===== config.mk =====
export PLATFORM = sky130hd
export DESIGN_NAME = text_line_number_filter_flat
export DESIGN_NICKNAME = d
export VERILOG_FILES = /design/src/hdl/txf_pkg.sv /design/src/hdl/txf_if.sv /design/src/hdl/txf_cfg_regs.sv /design/src/hdl/txf_expand.sv /design/src/hdl/txf_run_buf.sv /design/src/hdl/text_line_number_filter.sv /design/src/flat_wrapper.sv
export VERILOG_INCLUDE_DIRS = /design/src /design/src/hdl
export SDC_FILE = /design/constraint.sdc
export NUM_CORES = 1
export LEC_CHECK = 0
export ABC_AREA = 1
export BUFFER_PORTS_ARGS = -buffer_cell sky130_fd_sc_hd__buf_2
export CAP_MARGIN = 10
export CORE_ASPECT_RATIO = 1.2
export CORE_MARGIN = 10
export CORE_UTILIZATION = 55
export DETAILED_ROUTE_END_ITERATION = 8
export HOLD_SLACK_MARGIN = 0.1
export PLACE_DENSITY = 0.73
export SLEW_MARGIN = 20
export SYNTH_ARGS = -nofsm -noshare
export SYNTH_HDL_FRONTEND = slang
export SYNTH_SLANG_ARGS = --single-unit

===== constraint.sdc =====
create_clock -name clk -period 10.88 [get_ports clk]
set_input_delay 0.544 -clock clk [delete_from_list [all_inputs] [get_ports clk]]
set_output_delay 0.544 -clock clk [all_outputs]
set_load 0.1 [all_outputs]

===== src/hdl/assert_macros.svh =====
// ---------------------------------------------------------------------------
// Assertion macros
// Shared concurrent assertion forms for the text line number filter.
// ---------------------------------------------------------------------------
`ifndef ASSERT_MACROS_SVH
`define ASSERT_MACROS_SVH

// The property must hold at every clock edge outside reset.
`define TXF_ASSERT(lbl, clk, rst_n, prop, msg) \
  lbl: assert property (@(posedge clk) disable iff (!rst_n) prop) else $error(msg);

// The expression must never be true outside reset.
`define TXF_ASSERT_NEVER(lbl, clk, rst_n, expr, msg) \
  lbl: assert property (@(posedge clk) disable iff (!rst_n) !(expr)) else $error(msg);

`endif


===== src/hdl/txf_pkg.sv =====
// ---------------------------------------------------------------------------
// Text filter package
// Types, character codes and register indexes of the text line number filter.
// ---------------------------------------------------------------------------
`default_nettype none

package txf_pkg;

  // Decimal columns of the line number; a full count of nines saturates.
  localparam int COUNT_DIGITS = 6;
  // Longest run of output bytes for one input byte: number, tab, marker, byte.
  localparam int RUN_MAX      = COUNT_DIGITS + 3;
  localparam int RUN_CNT_W    = $clog2(RUN_MAX + 1);
  localparam int RUN_IDX_W    = $clog2(RUN_MAX);

  localparam int CFG_IDX_W    = 3;
  localparam int CFG_DATA_W   = 2;

  typedef logic [7:0]                    byte_t;
  typedef logic [COUNT_DIGITS-1:0][3:0]  bcd_t;
  typedef logic [CFG_IDX_W-1:0]          cfg_idx_t;
  typedef logic [CFG_DATA_W-1:0]         cfg_data_t;
  typedef logic [1:0]                    num_mode_t;

  // Numbering modes; the unused codes 0 and 3 behave as no numbering.
  localparam num_mode_t NUM_ALL      = 2'd1;
  localparam num_mode_t NUM_NONBLANK = 2'd2;

  // Configuration register indexes.
  localparam cfg_idx_t CFG_NUMBER_MODE      = 3'd0;
  localparam cfg_idx_t CFG_SQUEEZE_BLANK    = 3'd1;
  localparam cfg_idx_t CFG_SHOW_ENDS        = 3'd2;
  localparam cfg_idx_t CFG_SHOW_TABS        = 3'd3;
  localparam cfg_idx_t CFG_SHOW_NONPRINTING = 3'd4;

  // Character codes.
  localparam byte_t CH_TAB    = 8'h09;
  localparam byte_t CH_NL     = 8'h0A;
  localparam byte_t CH_SPACE  = 8'h20;
  localparam byte_t CH_DOLLAR = 8'h24;
  localparam byte_t CH_ZERO   = 8'h30;
  localparam byte_t CH_I      = 8'h49;
  localparam byte_t CH_CARET  = 8'h5E;
  localparam byte_t CARET_OFS = 8'd64;

  typedef struct packed {
    num_mode_t number_mode;
    logic      squeeze_blank;
    logic      show_ends;
    logic      show_tabs;
    logic      show_nonprinting;
  } cfg_t;

  // One expanded run: bytes[0] goes out first.
  typedef struct packed {
    logic [RUN_MAX-1:0][7:0] bytes;
    logic [RUN_CNT_W-1:0]    count;
  } run_t;

endpackage

`default_nettype wire


===== src/hdl/txf_if.sv =====
// ---------------------------------------------------------------------------
// Text filter channels
// Valid/ready interfaces for input bytes, output bytes and register writes.
// ---------------------------------------------------------------------------
`default_nettype none

interface txf_byte_if import txf_pkg::*; ();
  logic  valid;
  logic  ready;
  byte_t in_byte;

  modport source (output valid, output in_byte, input ready);
  modport sink   (input valid, input in_byte, output ready);
endinterface

interface txf_res_if import txf_pkg::*; ();
  logic  valid;
  logic  ready;
  byte_t out_byte;
  logic  last_of_run;

  modport source (output valid, output out_byte, output last_of_run, input ready);
  modport sink   (input valid, input out_byte, input last_of_run, output ready);
endinterface

interface txf_cfg_if import txf_pkg::*; ();
  logic      valid;
  logic      ready;
  cfg_idx_t  idx;
  cfg_data_t data;

  modport source (output valid, output idx, output data, input ready);
  modport sink   (input valid, input idx, input data, output ready);
endinterface

`default_nettype wire


===== src/hdl/txf_cfg_regs.sv =====
// ---------------------------------------------------------------------------
// Text filter configuration registers
// Holds the mode bits; writes to indexes past the last register are dropped.
// ---------------------------------------------------------------------------
`default_nettype none

module txf_cfg_regs import txf_pkg::*; (
  input  logic      clk,
  input  logic      rst_n,
  input  logic      wr_en,
  input  cfg_idx_t  wr_idx,
  input  cfg_data_t wr_data,
  output cfg_t      cfg
);

  cfg_t cfg_r;

  always_ff @(posedge clk) begin
    if (!rst_n) begin
      cfg_r <= '0;
    end else if (wr_en) begin
      case (wr_idx)
        CFG_NUMBER_MODE:      cfg_r.number_mode      <= wr_data;
        CFG_SQUEEZE_BLANK:    cfg_r.squeeze_blank    <= wr_data[0];
        CFG_SHOW_ENDS:        cfg_r.show_ends        <= wr_data[0];
        CFG_SHOW_TABS:        cfg_r.show_tabs        <= wr_data[0];
        CFG_SHOW_NONPRINTING: cfg_r.show_nonprinting <= wr_data[0];
        default: begin
        end
      endcase
    end
  end

  assign cfg = cfg_r;

endmodule

`default_nettype wire


===== src/hdl/txf_expand.sv =====
// ---------------------------------------------------------------------------
// Text filter byte expander
// Line state and the expansion of one input byte into its output run.
// ---------------------------------------------------------------------------
`default_nettype none

module txf_expand import txf_pkg::*; (
  input  logic  clk,
  input  logic  rst_n,
  input  logic  advance,
  input  byte_t in_byte,
  input  cfg_t  cfg,
  output run_t  run
);

  // The line count is kept in BCD, least significant digit at index 0.
  logic       prev_nl_r;
  bcd_t       count_r;
  logic [1:0] blank_run_r;

  bcd_t       count_nxt;
  bcd_t       count_inc;
  logic [1:0] blank_run_nxt;
  logic       is_nl;
  logic       drop;
  logic       number;

  always_comb begin
    is_nl         = (in_byte == CH_NL);
    blank_run_nxt = blank_run_r;
    if (cfg.squeeze_blank) begin
      if (is_nl && prev_nl_r) begin
        blank_run_nxt = (blank_run_r == 2'd2) ? 2'd2 : blank_run_r + 2'd1;
      end else begin
        blank_run_nxt = 2'd0;
      end
    end
    drop   = cfg.squeeze_blank && (blank_run_nxt == 2'd2);
    number = !drop && prev_nl_r &&
             ((cfg.number_mode == NUM_ALL) ||
              ((cfg.number_mode == NUM_NONBLANK) && !is_nl));
  end

  // Saturating BCD increment: all nines stays all nines.
  always_comb begin
    logic carry;
    logic all_nines;
    count_inc = count_r;
    carry     = 1'b1;
    all_nines = 1'b1;
    for (int i = 0; i < COUNT_DIGITS; i++) begin
      if (count_r[i] != 4'd9) begin
        all_nines = 1'b0;
      end
    end
    if (!all_nines) begin
      for (int i = 0; i < COUNT_DIGITS; i++) begin
        if (carry) begin
          if (count_r[i] == 4'd9) begin
            count_inc[i] = 4'd0;
          end else begin
            count_inc[i] = count_r[i] + 4'd1;
            carry        = 1'b0;
          end
        end
      end
    end
    count_nxt = number ? count_inc : count_r;
  end

  // Assemble the run: number and tab, then an optional marker, then the byte.
  always_comb begin
    logic                 lead;
    logic [3:0]           digit;
    logic                 mark_en;
    byte_t                mark;
    byte_t                final_byte;
    logic [RUN_IDX_W-1:0] pos;
    run.bytes  = '0;
    lead       = 1'b1;
    digit      = 4'd0;
    mark_en    = 1'b0;
    mark       = CH_CARET;
    final_byte = in_byte;
    pos        = '0;

    if (number) begin
      for (int j = 0; j < COUNT_DIGITS; j++) begin
        digit = count_inc[COUNT_DIGITS-1-j];
        if (digit != 4'd0 || j == COUNT_DIGITS - 1) begin
          lead = 1'b0;
        end
        run.bytes[j] = lead ? CH_SPACE : (CH_ZERO + {4'd0, digit});
      end
      run.bytes[COUNT_DIGITS] = CH_TAB;
      pos = RUN_IDX_W'(COUNT_DIGITS + 1);
    end

    if (cfg.show_tabs && in_byte == CH_TAB) begin
      mark_en    = 1'b1;
      final_byte = CH_I;
    end else if (cfg.show_ends && is_nl) begin
      mark_en    = 1'b1;
      mark       = CH_DOLLAR;
    end else if (cfg.show_nonprinting) begin
      if (in_byte inside {[8'd0:8'd8], [8'd11:8'd31]}) begin
        mark_en    = 1'b1;
        final_byte = in_byte + CARET_OFS;
      end else if (in_byte inside {[8'd127:8'd160]}) begin
        mark_en    = 1'b1;
        final_byte = in_byte - CARET_OFS;
      end
    end

    if (mark_en) begin
      run.bytes[pos] = mark;
      pos            = pos + RUN_IDX_W'(1);
    end
    run.bytes[pos] = final_byte;
    run.count      = drop ? '0 : (RUN_CNT_W'(pos) + RUN_CNT_W'(1));
  end

  always_ff @(posedge clk) begin
    if (!rst_n) begin
      prev_nl_r   <= 1'b1;
      count_r     <= '0;
      blank_run_r <= 2'd0;
    end else if (advance) begin
      prev_nl_r   <= is_nl;
      count_r     <= count_nxt;
      blank_run_r <= blank_run_nxt;
    end
  end

endmodule

`default_nettype wire


===== src/hdl/txf_run_buf.sv =====
// ---------------------------------------------------------------------------
// Text filter run buffer
// Result register that shifts one expanded run out a byte per beat.
// ---------------------------------------------------------------------------
`default_nettype none

module txf_run_buf import txf_pkg::*; (
  input  logic  clk,
  input  logic  rst_n,
  input  logic  load,
  input  run_t  run,
  input  logic  out_ready,
  output logic  out_valid,
  output byte_t out_byte,
  output logic  out_last,
  output logic  can_load
);

  logic [RUN_MAX-1:0][7:0] bytes_r;
  logic [RUN_MAX-1:0][7:0] bytes_nxt;
  logic [RUN_CNT_W-1:0]    rem_r;
  logic                    beat;

  always_comb begin
    out_valid = (rem_r != '0);
    out_last  = (rem_r == RUN_CNT_W'(1));
    out_byte  = bytes_r[0];
    beat      = out_valid && out_ready;
    can_load  = !out_valid || (out_last && out_ready);
    for (int i = 0; i < RUN_MAX - 1; i++) begin
      bytes_nxt[i] = bytes_r[i+1];
    end
    bytes_nxt[RUN_MAX-1] = '0;
  end

  always_ff @(posedge clk) begin
    if (!rst_n) begin
      rem_r <= '0;
    end else if (load) begin
      rem_r <= run.count;
    end else if (beat) begin
      rem_r <= rem_r - RUN_CNT_W'(1);
    end
  end

  always_ff @(posedge clk) begin
    if (load) begin
      bytes_r <= run.bytes;
    end else if (beat) begin
      bytes_r <= bytes_nxt;
    end
  end

endmodule

`default_nettype wire


===== src/hdl/text_line_number_filter.sv =====
// ---------------------------------------------------------------------------
// Text line number filter
// Byte stream filter: line numbering, blank squeezing and visible markers.
// ---------------------------------------------------------------------------
//
//   Channel   Dir   Payload                  Beat
//   in_ch     in    in_byte[7:0]             one raw text byte
//   out_ch    out   out_byte[7:0], last      one filtered byte, last of its run
//   cfg_ch    in    idx[2:0], data[1:0]      one register write
//
// An input byte is held in the input register and expanded from there
// into the run register, which sends one output byte per beat.
// A byte's whole run occupies the single output byte port, and that port sets
// the sustained input rate.
// Reset is synchronous and active low; the configuration registers read as zero
// and the line state starts as if just after a newline. A stalled output holds
// the run register, and the input register then holds its byte.
// ---------------------------------------------------------------------------
`default_nettype none
`include "assert_macros.svh"

module text_line_number_filter import txf_pkg::*; (
  input  logic           clk,
  input  logic           rst_n,
  txf_byte_if.sink       in_ch,
  txf_res_if.source      out_ch,
  txf_cfg_if.sink        cfg_ch
);

  cfg_t  cfg;
  run_t  run;
  logic  in_valid_r;
  byte_t in_byte_r;
  logic  can_load;
  logic  advance;

  // Register writes are always taken; software is to write only while idle, and the block does not enforce it.
  assign cfg_ch.ready = 1'b1;

  txf_cfg_regs u_cfg_regs (
    .clk     (clk),
    .rst_n   (rst_n),
    .wr_en   (cfg_ch.valid),
    .wr_idx  (cfg_ch.idx),
    .wr_data (cfg_ch.data),
    .cfg     (cfg)
  );

  // The held byte moves on when the run register is empty or is sending its
  // last byte in this cycle. A squeezed newline moves on with an empty run.
  assign advance     = in_valid_r && can_load;
  assign in_ch.ready = !in_valid_r || advance;

  always_ff @(posedge clk) begin
    if (!rst_n) begin
      in_valid_r <= 1'b0;
    end else if (in_ch.valid && in_ch.ready) begin
      in_valid_r <= 1'b1;
    end else if (advance) begin
      in_valid_r <= 1'b0;
    end
  end

  always_ff @(posedge clk) begin
    if (in_ch.valid && in_ch.ready) begin
      in_byte_r <= in_ch.in_byte;
    end
  end

  // Line state and expansion. The state moves only when the byte advances.
  txf_expand u_expand (
    .clk     (clk),
    .rst_n   (rst_n),
    .advance (advance),
    .in_byte (in_byte_r),
    .cfg     (cfg),
    .run     (run)
  );

  txf_run_buf u_run_buf (
    .clk       (clk),
    .rst_n     (rst_n),
    .load      (advance),
    .run       (run),
    .out_ready (out_ch.ready),
    .out_valid (out_ch.valid),
    .out_byte  (out_ch.out_byte),
    .out_last  (out_ch.last_of_run),
    .can_load  (can_load)
  );

  // Only a squeezed newline may expand to nothing.
  `TXF_ASSERT(a_empty_run_is_nl, clk, rst_n, (advance && run.count == '0) |-> (in_byte_r == CH_NL), "empty run from a byte other than newline")
  // A run never exceeds the longest expansion.
  `TXF_ASSERT_NEVER(a_run_fits, clk, rst_n, advance && (run.count > RUN_CNT_W'(RUN_MAX)), "run longer than the run register")
  // A loaded run shows up on the output in the next cycle.
  `TXF_ASSERT(a_run_shows, clk, rst_n, (advance && run.count != '0) |=> out_ch.valid, "loaded run not presented")
  // After the last beat of a run with nothing loaded behind it, the output idles.
  `TXF_ASSERT(a_last_drains, clk, rst_n, (out_ch.valid && out_ch.ready && out_ch.last_of_run && !advance) |=> !out_ch.valid, "output valid after last beat")

endmodule

`default_nettype wire

===== src/flat_wrapper.sv =====
// flat-port wrapper written by rule: the top's interface ports become plain ports
module text_line_number_filter_flat import txf_pkg::*;
  (clk, rst_n, in_ch_valid, in_ch_in_byte, in_ch_ready, out_ch_valid, out_ch_out_byte, out_ch_last_of_run, out_ch_ready, cfg_ch_valid, cfg_ch_idx, cfg_ch_data, cfg_ch_ready);
  txf_byte_if in_ch_i ();
  txf_res_if out_ch_i ();
  txf_cfg_if cfg_ch_i ();
  input  logic clk;
  input  logic rst_n;
  input wire logic [$bits(in_ch_i.valid)-1:0] in_ch_valid;
  input wire logic [$bits(in_ch_i.in_byte)-1:0] in_ch_in_byte;
  output wire logic [$bits(in_ch_i.ready)-1:0] in_ch_ready;
  output wire logic [$bits(out_ch_i.valid)-1:0] out_ch_valid;
  output wire logic [$bits(out_ch_i.out_byte)-1:0] out_ch_out_byte;
  output wire logic [$bits(out_ch_i.last_of_run)-1:0] out_ch_last_of_run;
  input wire logic [$bits(out_ch_i.ready)-1:0] out_ch_ready;
  input wire logic [$bits(cfg_ch_i.valid)-1:0] cfg_ch_valid;
  input wire logic [$bits(cfg_ch_i.idx)-1:0] cfg_ch_idx;
  input wire logic [$bits(cfg_ch_i.data)-1:0] cfg_ch_data;
  output wire logic [$bits(cfg_ch_i.ready)-1:0] cfg_ch_ready;
  assign in_ch_i.valid = in_ch_valid;
  assign in_ch_i.in_byte = in_ch_in_byte;
  assign in_ch_ready = in_ch_i.ready;
  assign out_ch_valid = out_ch_i.valid;
  assign out_ch_out_byte = out_ch_i.out_byte;
  assign out_ch_last_of_run = out_ch_i.last_of_run;
  assign out_ch_i.ready = out_ch_ready;
  assign cfg_ch_i.valid = cfg_ch_valid;
  assign cfg_ch_i.idx = cfg_ch_idx;
  assign cfg_ch_i.data = cfg_ch_data;
  assign cfg_ch_ready = cfg_ch_i.ready;
  text_line_number_filter u_core (.clk(clk), .rst_n(rst_n), .in_ch(in_ch_i), .out_ch(out_ch_i), .cfg_ch(cfg_ch_i));
endmodule

==> reports/results.tsv <==
metric	value	unit
unrepaired setup endpoints after global routing	no	
Via density	5.741	
Post-Synthesis Cells	740	
Worst-Margin Slew	929.6	ps
Yosys warning total	0	
peak supply drop	310.1	uV
Seq cells post-synth	118	
worst-path maximum fanout	15	
Post-CTS Setup Bufs	0	
Remaining DRCs	0	
Final #Nets	799	
Synth area leader	edfxtp_1	
sw frac	0.3612	
I/O pins	30	
mapped cell area	0.006402	mm2
grt ovf	0	
clk buf depth	2	
Clock Latency Late Sink	410	ps
Pre-antenna DRT Iters	5	
Crit. End Element	flip-flop	
CTS clk-pin slew, worst paths	50	ps
max_cap viols	0	
effective utilization at floorplan	0.5587	
Final Hold Viols	0	
DRT antenna net count	0	
core area	0.01146	mm2
required time of the critical path	11150	ps
syn_area_per_cell	8.652	um2
H-tree levels	4	
Area growth, synth to finish	12.80	%
GP Congestion	0.9224	
skew final	8.315	ps
post-synth top area share	0.3752	
Cell Int Power	0.001250	W
DR vias	5379	
post-CTS resize count	0	
part of the power in registers	0.400	
DP Wirelength	11.23	mm
Crit Path Category	reg -> reg	
CTS Hold Bufs	0	
power per cell area	271.0	mW/mm2
worst setup path end	u_core.u_run_buf.bytes_nxt[27]	
Setup Total Neg Slack	0	ps
Static Leak	3.035	nW
class of the worst hold path	in -> reg	
crit path launch type	flip-flop	
most common cell in the netlist	nand2_1	
Net Count, Synth	772	
Post-Route WL	15.81	mm
gr usage total	0.1910	
RR Endpoint	u_core.u_run_buf.bytes_nxt[27]	
final slew viol count	0	
die area	0.01637	mm2
number of I/O port buffers	28	
worst r2r path cells	17	
EDFF count, synth	80	
DR WL/cell	16.87	um
setup slack, reg-to-reg	7430	ps
Psw	0.0007068	W
fin crit share	0.3168	
Worst Path Arrival	3710	ps
Rows	43	
Die Height	138.2	um
ratio of cells with drive above 1 in the final layout	0.1487	
combinational share of power	0.308	
antenna violations before repair	0	
register area share after synthesis	0.4940	
final core occ	0.6302	
n_diodes	0	
Setup Viol. Count Final	0	
TritonCTS Buffers	17	
number of global-route vias before repair	5247	
clock root buffer	clkbuf_16	
worst reg2reg path startpoint	u_core.in_byte_r[7]	
Crit. Startpoint	u_core.in_byte_r[7]	
ys async rst share	0	
Min-Delay Path Depth	1	
DR iter-0 viols	513	
min cycle time layout	3446	ps
clock power share	0.293	
Top FF cell, synth	edfxtp_1	
Area contributors post-synth	edfxtp_1 38%, dfxtp_1 12%, nand2_1 11%	
Post-synth top cells	180 x nand2_1, 80 x edfxtp_1, 62 x inv_1, 58 x nor2_1, 49 x nand3_1	
clk sinks	118	
Peak Freq	290.2	MHz
status	completed	
slew margin rel.	0.3796	
first-pass GRT wire length	25.79	mm
Synth cell types	51	
largest net degree at the start of global routing	76	
CTS tree	yes	
Die Width	118.5	um
[sequential cells by signal, indices dropped and copies added, names as in the netlist]
name and cells:
u_core.u_expand.blank_run_r 2, u_core.in_byte_r 8, u_core.u_run_buf.rem_r 4, u_core.in_valid_r 1, u_core.u_cfg_regs.cfg 6, u_core.u_run_buf.bytes_nxt 64, u_core.u_expand.prev_nl_r 1, u_core.u_run_buf.out_byte 8
u_core.u_expand.count_r 24
[power groups by stage]
stage | clock [W] | combinational [W] | sequential [W]
floorplan | 0 | 0.000374 | 0.000905
global placement | 0 | 0.000589 | 0.000784
detailed placement | 0 | 0.000602 | 0.000788
CTS | 0.000574 | 0.000605 | 0.000782
global route | 0.000594 | 0.000661 | 0.000796
finish | 0.000572 | 0.000602 | 0.000782
[critical path, cell delays in order (launching register included)]
cell	delay [ps]
edfxtp_1	430
inv_1	190
ha_1	240
nand3_1	140
inv_2	90
nand2_2	90
nor3_4	180
nand3b_2	150
nand3_2	350
inv_8	80
ha_1	280
nand2_1	200
inv_1	180
nor2_1	240
inv_1	120
nand2_1	90
o21ai_0	90
a21oi_1	150
[area by class of cell]
class	count	area, um2
repair buffers	30	155.1
fillers	947	4238
clock buffers	29	541.8
well taps	157	196.4
clock inverters	3	65.06
multi-input cells	513	2763
inverters	87	337.8
flip-flops and latches	118	3163
[layer usage]
layer / vias to the layer above / part of all wire / GRT usage
met5: - / 0 / 0
met4: 0 / 0.027 / 0.09530
met3: 30 / 0.066 / 0.03951
met2: 227 / 0.49 / 0.3220
met1: 2518 / 0.41 / 0.2258
li1: 2604 / - / -
[placed cells by master, fill, tap and decap left out, types with 6 or more instances in the layout]
master / count
nand2_2: 9
edfxtp_1: 80
o21ai_1: 19
inv_1: 62
o211ai_1: 20
a21oi_1: 43
o21ai_0: 37
nor2_1: 58
buf_2: 28
clkbuf_16: 18
ha_1: 14
clkbuf_1: 6
nand4_1: 13
nand3_1: 49
a31oi_1: 6
nor3_1: 6
dfxtp_1: 38
xor2_1: 6
o221ai_1: 8
inv_2: 20
nand2_1: 179
[through the flow]
stage | worst slack (ps) | power [W] | std cells | hold WS (ps) | instance area [um2]
after floorplan | 5067 | 0.001279 | 740 | 424.2 | 6402
after global placement | 7551 | 0.001373 | 905 | 460.1 | 6615
after detailed placement | 7508 | 0.001390 | 905 | 471.9 | 6615
after CTS | 7488 | 0.001961 | 937 | 296.6 | 7222
after global routing | 7199 | 0.002051 | 937 | 298.3 | 7222
final | 7434 | 0.001957 | 937 | 304.3 | 7222
[worst min path at each step]
stage / start / end
finish: in_ch_in_byte[1] / u_core.in_byte_r[1]
global route: in_ch_in_byte[7] / u_core.in_byte_r[7]
CTS: in_ch_in_byte[7] / u_core.in_byte_r[7]
detailed placement: u_core.u_expand.prev_nl_r / u_core.u_expand.prev_nl_r
global placement: u_core.u_cfg_regs.cfg[1] / u_core.u_cfg_regs.cfg[1]
floorplan: u_core.u_cfg_regs.cfg[1] / u_core.u_cfg_regs.cfg[1]
[cell families (layout without fill, tap and decap cells)]
logic type,count (synthesis),in the layout,share of synthesized area
buffers and inverters,109,149,0.07661
XOR/XNOR,6,6,0.008208
other,1,1,0.0005857
adder cells (fa/ha/maj),14,14,0.02736
AND/OR/NAND/NOR,343,343,0.2554
AO/OA/AOI/OAI,149,149,0.1378
flip-flops,118,118,0.4940
Power figures use the tool's default switching activity.
